**src/hdl/pau_pkg.sv**
```systemverilog
// ----------------------------------------------------------------------------
// Polynomial arithmetic unit package
// Command codes, cell operation codes and the shared saturation helper.
// ----------------------------------------------------------------------------
package pau_pkg;

   typedef enum logic [2:0] {
      CMD_LOAD  = 3'd0,
      CMD_ADD   = 3'd1,
      CMD_SUB   = 3'd2,
      CMD_MUL   = 3'd3,
      CMD_SCALE = 3'd4,
      CMD_ADDC  = 3'd5,
      CMD_EVAL  = 3'd6,
      CMD_READ  = 3'd7
   } cmd_type;

   typedef enum logic [1:0] {
      ACC_HOLD   = 2'd0,
      ACC_FWD    = 2'd1,
      ACC_BWD    = 2'd2,
      ACC_COMMIT = 2'd3
   } acc_op_type;

   typedef enum logic [1:0] {
      PROD_HOLD = 2'd0,
      PROD_FWD  = 2'd1,
      PROD_ZERO = 2'd2,
      PROD_COPY = 2'd3
   } prod_op_type;

   typedef struct packed {
      acc_op_type  acc_op;
      prod_op_type prod_op;
   } cell_ctrl_type;

   typedef struct packed {
      logic signed [31:0] value;
      logic               ovf;
   } sat_type;

   localparam logic signed [65:0] SAT_MAX = 66'sd2147483647;
   localparam logic signed [65:0] SAT_MIN = -66'sd2147483648;

   // clamp an exact sum to 32 bits and flag the clamp
   function automatic sat_type sat32(input logic signed [65:0] x);
      sat_type r;
      if (x > SAT_MAX) begin
         r.value = 32'sh7FFFFFFF;
         r.ovf   = 1'b1;
      end else if (x < SAT_MIN) begin
         r.value = 32'sh80000000;
         r.ovf   = 1'b1;
      end else begin
         r.value = x[31:0];
         r.ovf   = 1'b0;
      end
      return r;
   endfunction

endpackage

```
**src/hdl/pau_cell.sv**
```systemverilog
// ----------------------------------------------------------------------------
// Coefficient cell
// Holds one accumulator coefficient and one product buffer coefficient and
// shifts them along the ring, or commits the product into the accumulator.
// ----------------------------------------------------------------------------
module pau_cell
   import pau_pkg::*;
#(
   parameter int INDEX = 0,
   parameter int LEN_W = 7
) (
   input  logic               clock,
   input  logic               reset,
   input  cell_ctrl_type      ctrl,
   input  logic signed [31:0] acc_fwd,
   input  logic signed [31:0] acc_bwd,
   input  logic signed [31:0] prod_fwd,
   input  logic [LEN_W-1:0]   commit_len,
   output logic signed [31:0] acc,
   output logic signed [31:0] prod
);

   logic signed [31:0] acc_ff, acc_in;
   logic signed [31:0] prod_ff, prod_in;

   always_comb begin
      case (ctrl.acc_op)
         ACC_FWD:    acc_in = acc_fwd;
         ACC_BWD:    acc_in = acc_bwd;
         ACC_COMMIT: acc_in = (LEN_W'(INDEX) < commit_len) ? prod_ff : '0;
         default:    acc_in = acc_ff;
      endcase
      case (ctrl.prod_op)
         PROD_FWD:  prod_in = prod_fwd;
         PROD_ZERO: prod_in = '0;
         PROD_COPY: prod_in = acc_ff;
         default:   prod_in = prod_ff;
      endcase
   end

   always_ff @(posedge clock) begin
      if (reset) begin
         acc_ff <= '0;
      end else begin
         acc_ff <= acc_in;
      end
   end

   always_ff @(posedge clock) begin
      prod_ff <= prod_in;
   end

   assign acc  = acc_ff;
   assign prod = prod_ff;

endmodule

```
**config.mk**
```make
export PLATFORM = sky130hd
export DESIGN_NAME = pau_cell
export DESIGN_NICKNAME = d
export VERILOG_FILES = /design/src/hdl/pau_pkg.sv /design/src/hdl/pau_cell.sv
export SDC_FILE = /design/constraint.sdc
export NUM_CORES = 1
export LEC_CHECK = 0
export ABC_AREA = 1
export BUFFER_PORTS_ARGS = -buffer_cell sky130_fd_sc_hd__clkbuf_2
export CAP_MARGIN = 10
export CORE_MARGIN = 2
export CORE_UTILIZATION = 41
export CTS_CLUSTER_DIAMETER = 100
export DETAILED_ROUTE_END_ITERATION = 8
export HOLD_SLACK_MARGIN = 0.08
export PLACE_DENSITY = 0.8
export SLEW_MARGIN = 10
export SYNTH_ARGS = -nofsm -noshare
export SYNTH_HDL_FRONTEND = slang
export SYNTH_SLANG_ARGS = --single-unit
```
**constraint.sdc**
```tcl
create_clock -name clock -period 1.31 [get_ports clock]
set_input_delay 0.1965 -clock clock [delete_from_list [all_inputs] [get_ports clock]]
set_output_delay 0.1965 -clock clock [all_outputs]
set_load 0.005 [all_outputs]
```
==> results.ini <==
[die]
die_area_mm2=0.00888
initial_utilization=0.427
rows=32
die_h_um=94.2
fp.dieW_um=94.2
coreArea_mm2=0.00781
ios=173

[grt]
grt_pass1_vias=3835
grt_usage=0.256
grt-ovfl-total=0
grt_max_degree=33
grt_pass1_wl_um=17900
grt_antenna_before_repair=0

[clock_network]
root_buffer=clkbuf_8
cts_num_sinks=64
clockBufferDepth=2
htree_levels=3
post_cts_buffers=0
cts_hold_buffers=0
clk_latency_ps=330
cts_tree=done
cts_resized=0
cts.clk_slew.worst_paths_ps=80
numCtsBuffers=9

[sta]
period_share=0.825
finalHoldViolations=0
rsz0062_at_grt=false
skew_ps=11.8
setup_viol=0
worst_slew_pin_slew_ps=387
drv_slew=0
finalWorstPathRequiredPeriod_ps=1080
slew_headroom=0.742
max_freq_mhz=925
fin_hold_ws_ps=130
final.setup.tns_ps=0

[synth]
syn_inst=466
syn-num-nets=575
synth_area_leader_cell=edfxtp_1
yosys_warnings=0
synth_area_leaders=edfxtp_1, dfxtp_1, nand2_1, a21oi_1, o21ai_0
synth.distinct_cells=16
yosysTopAreaCellShare=0.288
ys_seq_elements=64
synth.cell_area_mm2=0.00334
synth-seq-area-share=0.480
avgSynthCellArea_um2=7.16

[critical_path]
cpPeakStageDelay_ps=410
crit_type=register to output port
crit_fanout=2
worstPathArrival_ps=880
crit_family=flip-flops
cp.required_ps=1110
worstSetupStartpointType=register
crit_path_end_kind=output port
slowest_stage=edfxtp_1
path_buf_inv=1
crit_chain=clkbuf_2

[detailed_routing]
drt_iter0_drc=267
routed_wl_um=11500
dr_wl_met2_um=5620
dr.max_layer_used=met4
drtAntennaViolNets=0
viasPerCell=5.22
wl_met3_um=973
met1_length_um=4630
vias=3870
drcViolationCount=0
drtPass1Iterations=5
avgRoutedWirePerCell_um=15.5

[placement]
port_buffers=172
gp_congestion=0.873
dpl.hpwl_um=8140

[cells_and_area]
fill_cells=766
final_cell_mix=clkbuf_2, nand2_1, a21oi_1, o21ai_0, inv_1
drive_above_1_share=0.330
area_delta_synth_final_pct=36.1
nets=743
final_common_cell=clkbuf_2

[power]
peakVddDrop_v=0.000606
p_per_area_mw_per_mm2=1060
p_leak_uw=0.00240

[run_status]
status=finished clean

[flow_run]
cap_violations=0

[hold_path]
min_path_type=input pin to register

## layout make-up
type                    count  area [um2]  share of cell area
well taps                 102         128              0.0281
clock buffers              12         145              0.0319
multi-input cells         329        1440               0.318
diodes                      1        2.50            0.000551
flip-flops and latches     64        1600               0.353
inverters                  38         143              0.0314
clock inverters             4        20.0             0.00441
repair buffers            192        1060               0.234
## synth_stat cells
| cell type | number |
|---|---|
| buf_2 | 13 |
| clkbuf_2 | 2 |
| o21ai_1 | 5 |
| nand3_1 | 32 |
| nor2_2 | 1 |
| a21oi_1 | 63 |
| inv_2 | 2 |
| nor2_1 | 35 |
| nand2_1 | 131 |
| o21ai_0 | 60 |
| dfxtp_1 | 32 |
| edfxtp_1 | 32 |
| clkbuf_1 | 20 |
| nand2_2 | 1 |
| inv_1 | 36 |
| or2_2 | 1 |
## state kept, by name, summed over array words and instances (netlist names)
signal	flops
acc	32
prod	32
## layer usage
layer / track usage / vias to the layer above
met3: 0.0281 / 20
li1: - / 1860
met4: 0.120 / 0
met2: 0.433 / 227
met5: 0 / -
met1: 0.325 / 1763
## where the power goes
group	switching, uW	internal [uW]	total [uW]
sequential	118	2290	2410
combinational	512	420	933
clock	761	728	1490
total	1390	3440	4830
## cell families (layout without fill, tap and decap cells)
group / count (synthesis) / after routing / synth area share
other cells: 0 / 1 / 0
compound gates: 128 / 128 / 0.192
buf+inv: 73 / 246 / 0.0877
simple gates: 201 / 201 / 0.240
flops: 64 / 64 / 0.480
## per-stage QoR
stage          area [um2]  instances  setup slack [ps]  total power (uW)   util
4_1_cts              4540        741               222              4860  0.582
5_1_grt              4540        741               194              5070  0.582
2_1_floorplan        3340        466              60.7              2860      -
3_5_place_dp         4380        725               184              3380  0.560
3_3_place_gp         4380        725               195              3350  0.560
6_report             4540        742               229              4830  0.582
## path summary, 6_finish.rpt
check | start | to | slack, ps | cells past startpoint
max | prod[23] | prod[23] | 230 | 1
min | prod_fwd[31] | prod[31] | 130 | 3
max reg2reg | prod[4] | acc[4] | 480 | 4
min reg2reg | acc[26] | acc[26] | 550 | 2
## tightest hold or removal path: cells and delay by family
family                 cells  cell delay [ps]
AND/OR/NAND/NOR            2               90
buffers and inverters      1               70
No activity file was read; power rests on OpenSTA's default activity.
