## config.mk

```make
export PLATFORM = sky130hd
export DESIGN_NAME = pau_mac
export DESIGN_NICKNAME = d
export VERILOG_FILES = /design/src/hdl/pau_pkg.sv /design/src/hdl/pau_mac.sv
export SDC_FILE = /design/constraint.sdc
export NUM_CORES = 2
export LEC_CHECK = 0
export ABC_AREA = 0
export BUFFER_PORTS_ARGS = -buffer_cell sky130_fd_sc_hd__buf_2
export CORE_MARGIN = 4
export CORE_UTILIZATION = 60
export DETAILED_ROUTE_END_ITERATION = 8
export PLACE_DENSITY = 0.77
export SYNTH_ARGS = -nofsm -noshare
export SYNTH_HDL_FRONTEND = slang
export SYNTH_SLANG_ARGS = --single-unit
```

## constraint.sdc

```tcl
create_clock -name clock -period 14.6 [get_ports clock]
set_input_delay 4.38 -clock clock [delete_from_list [all_inputs] [get_ports clock]]
set_output_delay 4.38 -clock clock [all_outputs]
set_load 0.05 [all_outputs]
```

## src/hdl/pau_pkg.sv

```systemverilog
// ----------------------------------------------------------------------------
// Polynomial arithmetic unit package
// Command codes, cell operation codes and the shared saturation helper.
// ----------------------------------------------------------------------------
package pau_pkg;

   typedef enum logic [2:0] {
      CMD_LOAD  = 3'd0,
      CMD_ADD   = 3'd1,
      CMD_SUB   = 3'd2,
      CMD_MUL   = 3'd3,
      CMD_SCALE = 3'd4,
      CMD_ADDC  = 3'd5,
      CMD_EVAL  = 3'd6,
      CMD_READ  = 3'd7
   } cmd_type;

   typedef enum logic [1:0] {
      ACC_HOLD   = 2'd0,
      ACC_FWD    = 2'd1,
      ACC_BWD    = 2'd2,
      ACC_COMMIT = 2'd3
   } acc_op_type;

   typedef enum logic [1:0] {
      PROD_HOLD = 2'd0,
      PROD_FWD  = 2'd1,
      PROD_ZERO = 2'd2,
      PROD_COPY = 2'd3
   } prod_op_type;

   typedef struct packed {
      acc_op_type  acc_op;
      prod_op_type prod_op;
   } cell_ctrl_type;

   typedef struct packed {
      logic signed [31:0] value;
      logic               ovf;
   } sat_type;

   localparam logic signed [65:0] SAT_MAX = 66'sd2147483647;
   localparam logic signed [65:0] SAT_MIN = -66'sd2147483648;

   // clamp an exact sum to 32 bits and flag the clamp
   function automatic sat_type sat32(input logic signed [65:0] x);
      sat_type r;
      if (x > SAT_MAX) begin
         r.value = 32'sh7FFFFFFF;
         r.ovf   = 1'b1;
      end else if (x < SAT_MIN) begin
         r.value = 32'sh80000000;
         r.ovf   = 1'b1;
      end else begin
         r.value = x[31:0];
         r.ovf   = 1'b0;
      end
      return r;
   endfunction

endpackage

```

## src/hdl/pau_mac.sv

```systemverilog
// ----------------------------------------------------------------------------
// Shared multiply unit
// Registered product, registered round-to-nearest shift, then a saturating
// add of the addend.
// ----------------------------------------------------------------------------
module pau_mac
   import pau_pkg::*;
#(
   parameter int FRACTION_BITS = 16
) (
   input  logic               clock,
   input  logic               mul_en,
   input  logic               rnd_en,
   input  logic signed [31:0] a,
   input  logic signed [31:0] b,
   input  logic signed [31:0] addend,
   output sat_type            sum
);

   localparam logic signed [63:0] HALF = 64'sd1 <<< FRACTION_BITS >>> 1;

   logic signed [63:0] p_ff;
   logic signed [63:0] q_ff;

   always_ff @(posedge clock) begin
      if (mul_en) begin
         p_ff <= 64'(a) * 64'(b);
      end
      if (rnd_en) begin
         q_ff <= (p_ff + HALF) >>> FRACTION_BITS;
      end
   end

   assign sum = sat32(66'(q_ff) + 66'(addend));

endmodule
```

==> summary.md <==
The critical path contains buffers and inverters numbering 3 combined. Setup total negative slack on the finished layout was measured at 0 ns. Traced cell by cell, the critical path runs through buf_2, ha_1, o21ai_0, a221o_1, a2111oi_0, o21ai_1, a31o_2, xnor2_1, or4_1, or4_4, o41ai_4, buf_4, o21ai_1, buf_2. At the later pin of the worst-skew pair, clock insertion delay measures 0.34 ns. The number of different library cells used by synthesis comes to 78. The synthesized design devotes to its leading area cell type 51.14% of total area. The count of pins over their slew limit was 0; the number of H-tree levels was 3. The routed design has 113.6 mm of wire. The tree is rooted in a sky130_fd_sc_hd__clkbuf_16. Summed over all instances, the cell type with the most area after synthesis is sky130_fd_sc_hd__fa_1. The path class of the tightest hold or removal check is reg2reg.

Total die area: 74910 sq um. The tools report the post-cts gate resize count as 0. The routed layout has 30850 vias. Synthesis produced a netlist with a net count of 5855.

After global routing the overflow that remains totals 0. The logs give 8.90 ns for the critical path data arrival time and 97 for the number of placement rows. The number of buffers created by CTS came out at 9. For the pin with the worst max-slew slack, the measured transition is 1.087 ns. After clock tree synthesis, the clock-pin slew on the worst setup and hold paths is 0.07 ns.

Counting every instance in the synthesized netlist gives 4445. The tools report the Yosys warning count as 0. The slowest stage of the critical path is the sky130_fd_sc_hd__a2111oi_0 cell.

TritonCTS built the clock tree. The core region is 70030 sq um. Startpoint type of the worst setup path: a primary input. Setup repair after global routing left no endpoint under its margin. Dividing the detail-routed via count by the number of cells gives 5.775.

Summed over all nets, the half-perimeter wirelength after detailed placement is 86.96 mm. At the end of routability-driven placement, the weighted congestion stood at 0.9366. The clock skew came out at 0.009075 ns. After synthesis, the cell types taking the most area are sky130_fd_sc_hd__fa_1 51%, sky130_fd_sc_hd__inv_1 8.7%, sky130_fd_sc_hd__and2_1 7.6%. The tools report the worst relative slew slack as 27.52%. The chip width was 273.7 microns; the number of nets in the layout was 5804. The highest fanout seen on the critical path was 32; the initial detailed-routing violation count was 2326.

Pin placement for this block handled 132 I/O pins. Entering global routing, the biggest net connects 50 pins. Buffers placed on the I/O ports in this run total 131.

Kind of capture point of the worst setup path: an output port. For the worst setup path, the data required time is 10.22 ns. The via count of the first global-routing pass was 34490; the synthesis-stage register bit count was 97.

The maximum buffer depth of the clock tree is 2, and the count of hold-fix buffers inserted at cts is 0. The initial standard-cell utilization of the core was 60.48%; the total number of clock tree sinks was 97. The first TritonRoute pass finished after 5 iterations.

After detailed routing, the number of remaining DRC violations is 0. For the number of setup buffers added after CTS, the log shows 0. The flow ran to the end, and the final reports show no timing, DRC or antenna violations. Counting flops with an async set or reset pin after synthesis yields a share of 0%. Counting the fill cells in the layout gives 5809. Dividing the synthesized area by the synthesized cell count gives 9.529 sq um.

Relative to the synthesized area, the layout overhead comes to 3.462%. The proportion of layout cells with a drive suffix above 1 works out to 4.410%. Broken down by cell family, the worst path's largest delay share belongs to compound AO/OA/AOI/OAI gates. The number of synthesized flops with an enable pin works out to 97.

Max-cap violations in this run came to 0. Timing would allow up to 0.07531 GHz. The residual antenna-violating net count after detailed routing was 0.

The worst path uses 90.95% of the clock period. The first global-routing pass estimated 184.0 mm of wire. The mean routed wirelength per cell was 21.27 microns; the final count of negative-setup-slack endpoints was 0. The mapped netlist covers 42360 sq um.

Global routing used 31.85% of the available tracks. Final critical-path required period: 13.28 ns. The most frequently used flop master after synthesis was sky130_fd_sc_hd__edfxtp_1. Of the synthesized area, sequential elements account for 6.877%.

The number of antenna violations at the first check in global routing came out at 7. The setup path with the least slack is of type in2out. The hold violation count in the final report is 0. The floorplan step set the die height to 273.7 microns. The maximum single-stage delay on the critical path was 0.82 ns.
-- routing by layer --
layer | up-vias | GRT usage [%] | part of all wire (%)
li1 | 13100 | - | -
met1 | 15670 | 40.20 | 37
met2 | 1657 | 52.27 | 47
met3 | 419 | 8.204 | 11
met4 | 8 | 14.12 | 5.5
met5 | - | 0 | 0.052
-- sequential cells by signal, indices dropped and copies added (netlist names) --
name,cells
q_ff,48
p_ff,49
-- worst reg2reg max path: cells and delay by family (launching register included) --
family / cells / cell delay (ns)
xor+xnor: 1 / 0.14
simple gates: 10 / 2.41
flops: 1 / 0.37
-- final timing paths --
kind	slack, ns	start	depth (start not counted)	to
setup / recovery	1.32	addend[13]	14	sum[18]
hold / removal	0.57	p_ff[50]	1	q_ff[34]
setup reg to reg	11.43	p_ff[17]	11	q_ff[42]
hold reg to reg	0.57	p_ff[50]	1	q_ff[34]
-- layout make-up --
type	instances	area, sq um	share of cell area, %
antenna	3	7.507	0.01713
sequential	97	2913	6.647
tap	940	1176	2.684
clock buffer	9	225.2	0.5139
inverter	988	3709	8.463
clock inverter	7	83.83	0.1913
timing repair buffer	152	813.3	1.856
multi-input combinational	3146	34890	79.63
-- kinds of logic after synthesis --
kind of cell | synth area share, %
flops | 6.877
xor+xnor | 2.874
compound gates | 5.388
simple gates | 16.11
mux | 0.09748
buf+inv | 10.75
fa+ha+maj | 57.90
-- synthesized netlist by cell type, types with 48 or more instances --
library cell	n
sky130_fd_sc_hd__ha_1	229
sky130_fd_sc_hd__nand2_1	564
sky130_fd_sc_hd__fa_1	1082
sky130_fd_sc_hd__clkbuf_1	204
sky130_fd_sc_hd__nor2_1	85
sky130_fd_sc_hd__inv_1	987
sky130_fd_sc_hd__edfxtp_1	97
sky130_fd_sc_hd__a21oi_1	93
sky130_fd_sc_hd__o21ai_0	48
sky130_fd_sc_hd__xnor2_1	96
sky130_fd_sc_hd__and2_1	517
-- placed cells by master, fill, tap and decap left out, drive strengths merged, types with 20 or more instances in the layout --
master  count
inv       990
nand3      43
nor2       85
ha        229
xnor2      96
and3       27
a21oi      95
nand4      27
nand2     565
edfxtp     97
and2      517
xor2       43
fa       1082
o21ai      84
buf       152
nand2b     20
a21o       32
-- metrics by stage --
| stage | hold slack, ns | cells | setup WS (ns) | instance area [sq um] | util (%) |
|---|---|---|---|---|---|
| floorplan | 0.5269 | 4445 | 2.052 | 42360 | - |
| global placement | 0.5476 | 5323 | 1.349 | 43510 | 62.13 |
| detailed placement | 0.5567 | 5323 | 1.271 | 43510 | 62.13 |
| CTS | 0.5749 | 5339 | 1.271 | 43810 | 62.57 |
| global route | 0.5819 | 5340 | 0.9488 | 43820 | 62.57 |
| finish | 0.5710 | 5342 | 1.321 | 43820 | 62.58 |
Power is left out: the tool's default activity adds up to more than one toggle a clock period on the data nets, which glitch-free logic cannot reach.
